--- config.mk ---
export PLATFORM = sky130hd
export DESIGN_NAME = til_stage
export DESIGN_NICKNAME = d
export VERILOG_FILES = /design/src/rtl/core/til_pkg.sv /design/src/rtl/core/til_stage.sv
export SDC_FILE = /design/constraint.sdc
export NUM_CORES = 2
export LEC_CHECK = 0
export BUFFER_PORTS_ARGS = -buffer_cell sky130_fd_sc_hd__buf_4
export CAP_MARGIN = 5
export CORE_ASPECT_RATIO = 0.7
export CORE_MARGIN = 10
export CORE_UTILIZATION = 45
export DETAILED_ROUTE_END_ITERATION = 16
export PLACE_DENSITY = 0.69
export SYNTH_ARGS = -nofsm -noshare
export SYNTH_HDL_FRONTEND = slang
export SYNTH_SLANG_ARGS = --single-unit
--- constraint.sdc ---
create_clock -name clk -period 0.8 [get_ports clk]
set_input_delay 0.16 -clock clk [delete_from_list [all_inputs] [get_ports clk]]
set_output_delay 0.16 -clock clk [all_outputs]
set_load 0.01 [all_outputs]
--- src/rtl/core/til_pkg.sv ---
// Shared types, constants and helpers for the tensor index linearizer.
`timescale 1ns / 1ps
package til_pkg;

    localparam int MAX_RANK    = 5;
    localparam int EXT_W       = 16;
    localparam int LIN_W       = 32;
    localparam int SAT_W       = LIN_W + 1;
    localparam int PROD_W      = LIN_W + EXT_W;
    localparam int DIM_W       = 3;
    localparam int PERM_W      = DIM_W * MAX_RANK;
    localparam int BITS_STEP   = 2;
    localparam int GROUP_STEPS = LIN_W / BITS_STEP;
    localparam int NUM_STAGES  = MAX_RANK * GROUP_STEPS;
    localparam int CFG_IDX_W   = 3;

    localparam logic [SAT_W-1:0] CAP = {1'b1, {LIN_W{1'b0}}};

    localparam logic [CFG_IDX_W-1:0] REG_ORDER_LENGTH = 3'd0;
    localparam logic [CFG_IDX_W-1:0] REG_SHAPE_RANK   = 3'd1;
    localparam logic [CFG_IDX_W-1:0] REG_ORDER_PERM   = 3'd2;
    localparam logic [CFG_IDX_W-1:0] REG_EXTENT_0     = 3'd3;

    typedef enum logic [1:0] {
        ST_OK         = 2'd0,
        ST_ZERO_RANK  = 2'd1,
        ST_MISMATCH   = 2'd2,
        ST_OUT_RANGE  = 2'd3
    } status_t;

    typedef struct packed {
        logic [DIM_W-1:0]              order_length;
        logic [DIM_W-1:0]              shape_rank;
        logic [PERM_W-1:0]             order_perm;
        logic [MAX_RANK-1:0][EXT_W-1:0] extent;
    } cfg_t;

    typedef struct packed {
        logic                           mode;
        status_t                        status;
        logic                           oor;
        logic [LIN_W-1:0]               dq;
        logic [EXT_W-1:0]               r;
        logic [MAX_RANK-1:0][EXT_W-1:0] subs;
        logic [LIN_W-1:0]               low;
        logic [SAT_W-1:0]               res_sat;
        logic [LIN_W-1:0]               mul_low;
        logic [SAT_W-1:0]               mul_sat;
        logic [PROD_W-1:0]              p;
        logic [PROD_W-1:0]              q;
    } item_t;

    function automatic logic [DIM_W-1:0] perm_at(input logic [PERM_W-1:0] perm,
                                                 input logic [DIM_W-1:0] k);
        logic [DIM_W*8-1:0] wide;
        wide = {{(DIM_W*8-PERM_W){1'b0}}, perm};
        return wide[DIM_W*k +: DIM_W];
    endfunction

    function automatic status_t check_shape(input cfg_t cfg);
        status_t st;
        st = ST_OK;
        if (cfg.shape_rank == '0)
        begin
            st = ST_ZERO_RANK;
        end
        else if (cfg.shape_rank != cfg.order_length || cfg.shape_rank > DIM_W'(MAX_RANK))
        begin
            st = ST_MISMATCH;
        end
        else
        begin
            for (int k = 0; k < MAX_RANK; k++)
            begin
                if (DIM_W'(k) < cfg.order_length &&
                    perm_at(cfg.order_perm, DIM_W'(k)) >= cfg.shape_rank)
                begin
                    st = ST_MISMATCH;
                end
            end
        end
        return st;
    endfunction

endpackage

--- src/rtl/core/til_stage.sv ---
// One pipeline stage: two divider steps, plus the mode 0 multiply or accumulate.
`timescale 1ns / 1ps
module til_stage #(
    parameter int GROUP = 0,
    parameter int STEP  = 0
) (
    input  logic          clk,
    input  logic          rst_n,
    input  logic          ce,
    input  til_pkg::cfg_t cfg,
    input  logic          valid_in,
    input  til_pkg::item_t item_in,
    output logic          valid_out,
    output til_pkg::item_t item_out
);
    import til_pkg::*;

    logic             valid_reg;
    item_t            item_reg;
    item_t            item_next;
    logic             active;
    logic [DIM_W-1:0] kpos;
    logic [DIM_W-1:0] dsel;
    logic             dim_ok;
    logic [EXT_W-1:0] ext;
    logic [EXT_W-1:0] sub;
    logic             m0;
    logic             m1;
    logic             div_en;
    logic [EXT_W:0]   rt;
    logic [SAT_W-1:0] term;
    logic [SAT_W:0]   acc;

    always_comb
    begin
        active = DIM_W'(GROUP) < cfg.order_length;
        kpos   = cfg.order_length - DIM_W'(1) - DIM_W'(GROUP);
        dsel   = perm_at(cfg.order_perm, kpos);
        dim_ok = dsel < DIM_W'(MAX_RANK);
        ext    = dim_ok ? cfg.extent[dsel] : '0;
        sub    = dim_ok ? item_in.subs[dsel] : '0;
        m0     = active && !item_in.mode;
        m1     = active && item_in.mode && dim_ok;
        div_en = m1 && (ext != '0);
        item_next = item_in;
        rt   = '0;
        term = '0;
        acc  = '0;

        if (STEP == 0)
        begin
            item_next.r = '0;
            if (m0)
            begin
                item_next.p = PROD_W'(item_in.mul_low) * PROD_W'(sub);
                item_next.q = PROD_W'(item_in.mul_low) * PROD_W'(ext);
                if (sub >= ext)
                begin
                    item_next.oor = 1'b1;
                end
            end
        end

        if (STEP == 1 && m0)
        begin
            item_next.low = item_in.low + item_in.p[LIN_W-1:0];
            if (item_in.mul_sat == CAP)
            begin
                term = (sub != '0) ? CAP : '0;
            end
            else
            begin
                term = (item_in.p > PROD_W'(CAP)) ? CAP : item_in.p[SAT_W-1:0];
            end
            acc = {1'b0, item_in.res_sat} + {1'b0, term};
            item_next.res_sat = (acc > {1'b0, CAP}) ? CAP : acc[SAT_W-1:0];
            item_next.mul_low = item_in.q[LIN_W-1:0];
            if (item_in.mul_sat == CAP)
            begin
                item_next.mul_sat = (ext != '0) ? CAP : '0;
            end
            else
            begin
                item_next.mul_sat = (item_in.q > PROD_W'(CAP)) ? CAP : item_in.q[SAT_W-1:0];
            end
        end

        if (div_en)
        begin
            for (int b = 0; b < BITS_STEP; b++)
            begin
                rt = {item_next.r, item_next.dq[LIN_W-1]};
                item_next.dq = {item_next.dq[LIN_W-2:0], 1'b0};
                if (rt >= {1'b0, ext})
                begin
                    rt = rt - {1'b0, ext};
                    item_next.dq[0] = 1'b1;
                end
                item_next.r = rt[EXT_W-1:0];
            end
        end

        if (STEP == GROUP_STEPS - 1 && m1)
        begin
            item_next.subs[dsel] = div_en ? item_next.r : '0;
        end
    end

    always_ff @(posedge clk or negedge rst_n)
    begin
        if (!rst_n)
        begin
            valid_reg <= 1'b0;
        end
        else if (ce)
        begin
            valid_reg <= valid_in;
        end
    end

    always_ff @(posedge clk)
    begin
        if (ce)
        begin
            item_reg <= item_next;
        end
    end

    assign valid_out = valid_reg;
    assign item_out  = item_reg;

endmodule

==> results.json <==
{
  "period_needed_ns": 7.64,
  "mostFrequentLayoutCell": "buf_4",
  "finalCritPeriodShare_pct": 955,
  "die-area_um2": 120000,
  "worst_pin_slew_ns": 0.942,
  "start_util_pct": 45.5,
  "crit_type": "in -> reg",
  "final_cell_mix": "1642 x buf_4, 866 x inv_1, 859 x nand2_1, 779 x fa_1, 397 x and2_1",
  "synth_edf_count": 358,
  "setup_viol": 504,
  "drc": 0,
  "cts-buffers-inserted": 39,
  "grt_pass1_vias": 45100,
  "ys.flop_type": "edfxtp_1",
  "vias": 42700,
  "violations": "negative hold slack, negative setup slack",
  "drive_gt1_share_pct": 35.4,
  "insertion_delay_ns": 0.60,
  "cp-end-kind": "flop",
  "grt_antenna_before_repair": 27,
  "hold_viol_final": 1,
  "hold_path.class": "in -> reg",
  "syn_avg_cell_area_um2": 9.86,
  "whs_ns": -0.00534,
  "rsz0062_at_grt": "true",
  "seq_area_frac_synth_pct": 22.6,
  "wl_per_cell_um": 24.2,
  "maxCapViolCount": 0,
  "htreeDepth": 2,
  "overflow": 0,
  "worstHoldStart": "item_in[33]",
  "cts.sinks": 359,
  "netlist_area_um2": 47700,
  "area_delta_synth_final_pct": 48.3,
  "finClkSkew_ns": 0,
  "dp_hpwl_um": 159000,
  "path_clk_slew_ns": 0.06,
  "row_count": 99,
  "avgViaCountPerCell": 5.21,
  "num_io_pins": 822,
  "final_cells": 8186,
  "dp_cells": 7650,
  "critPathSlowestCell": "fa_1",
  "start_kind": "input pin",
  "hold_buffers": 321,
  "slew_viol_final": 0,
  "path_max_fanout": 15,
  "ys_seq_elements": 359,
  "first_pass_iters": 5,
  "grt_pass1_wl_um": 291000,
  "grt_use_total_pct": 32.1,
  "netlist_instances": 4834,
  "fp.dieW_um": 409,
  "grt_max_degree": 46,
  "crit_start": "cfg[98]",
  "maxSlewHeadroom_pct": 36.4,
  "timing.rr.start": "valid_out",
  "cts_tree": "done",
  "io_buffer_count": 802,
  "drt-initial-drc-count": 3971,
  "synth_fp_nets": 6409,
  "synth_cell_types": 88,
  "required_ns": 1.14,
  "fmax_mhz": 131,
  "cts_max_path_buffers": 3,
  "gp_congestion": 1.01,
  "async_flop_share_pct": 0.279,
  "arrival_ns": 7.99,
  "crit_top_cell": "fa_1",
  "cts_root_buffer": "clkbuf_16",
  "outcome": "complete, but fails checks",
  "wirelength_um": 198000,
  "die_h_um": 292,
  "nets": 8295,
  "fin_util_pct": 67.5,
  "yosysWarnings": 0,
  "slowest_delay_ns": 0.55,
  "core_um2": 105000,
  "worst_slack_ns": -6.84,
  "antenna_left": 0
}
[worst max-delay path, delay by kind of cell]
family,cells,cell delay [ns]
xor gates and xnor gates,1,0.14
buffers and inverters,8,0.82
muxes,2,0.68
and+or+nand+nor,5,0.95
AOI/OAI and AO/OA,8,1.69
adders and majority gates,8,3.50
[through the flow]
| stage | hold WS (ns) | TNS [ns] | instance area [um2] | setup slack [ns] |
|---|---|---|---|---|
| final | -0.00534 | -884.75 | 70700 | -6.84 |
| after global routing | -0.0107 | -922.37 | 70700 | -7.06 |
| after CTS | -0.0281 | -885.73 | 69200 | -6.77 |
| after detailed placement | -0.0621 | -902.73 | 62800 | -7.65 |
| after global placement | -0.0644 | -888.95 | 62800 | -7.55 |
| after floorplan | -0.136 | -720.53 | 49300 | -7.15 |
[state kept, by name, indices dropped and copies added, names as in the netlist]
| signal | cells |
|---|---|
| valid_out | 1 |
| item_out | 358 |
[area by class of cell]
cell class                      instances  area, um2
Timing Repair Buffer                 2109      18100
Sequential cell                       359      10800
Antenna cell                           21       52.6
Fill cell                            7925      34000
Clock buffer                           48       1060
Inverter                              915       3450
Clock inverter                         24        236
Tap cell                             1414       1770
Multi-Input combinational cell       3296      35300
[final timing paths]
| check | to | slack [ns] | cells after the start |
|---|---|---|---|
| min | item_out[33] | -0.005 | 4 |
| max reg2reg | valid_out | 0.05 | 1 |
| max | item_out[95] | -6.84 | 32 |
| max in group asynchronous | valid_out | 0.27 | 3 |
| min reg2reg | valid_out | 0.52 | 1 |
| min in group asynchronous | valid_out | 0.43 | 3 |
[synth_stat cells (21+ instances only)]
cell	n	share of area, %
inv_1	912	7.2
nand2_1	899	7.1
fa_1	837	35
and2_1	424	5.6
edfxtp_1	358	23
ha_1	275	7.2
clkbuf_1	230	1.8
o21ai_0	122	1.3
a21oi_1	104	1.1
nand3_1	77	0.81
a21o_1	69	1.1
xnor2_1	54	0.99
xor2_1	48	0.88
nor2_1	42	0.33
mux2_4	29	0.91
a32o_1	27	0.57
and3_1	21	0.28
[routing by layer]
layer  up-vias  track usage, %  routed length, um
li1      18800               -                  -
met3       280            8.80              22000
met1     21300            46.7              85600
met4         4            7.98               5370
met5         -               0                 91
met2      2249            47.3              84600
[repair_timing]
| action | CTS | global route |
|---|---|---|
| gates cloned | 3 | 5 |
| pin swaps | 144 | 199 |
| resized for setup | 256 | 226 |
| endpoints found under the setup margin | 504 | 504 |
| endpoints found under the hold margin | 328 | 3 |
| setup buffers | 80 | 44 |
[logic make-up after synthesis]
group,share of synthesized area [%]
DFF,22.6
muxes,1.53
AOI/OAI and AO/OA,6.73
xor gates and xnor gates,1.91
buffers and inverters,9.43
and+or+nand+nor,15.4
adders and majority gates,42.4
Power is not shown: default switching activity piles up to over one toggle a cycle in this logic, so the estimate is an artifact.
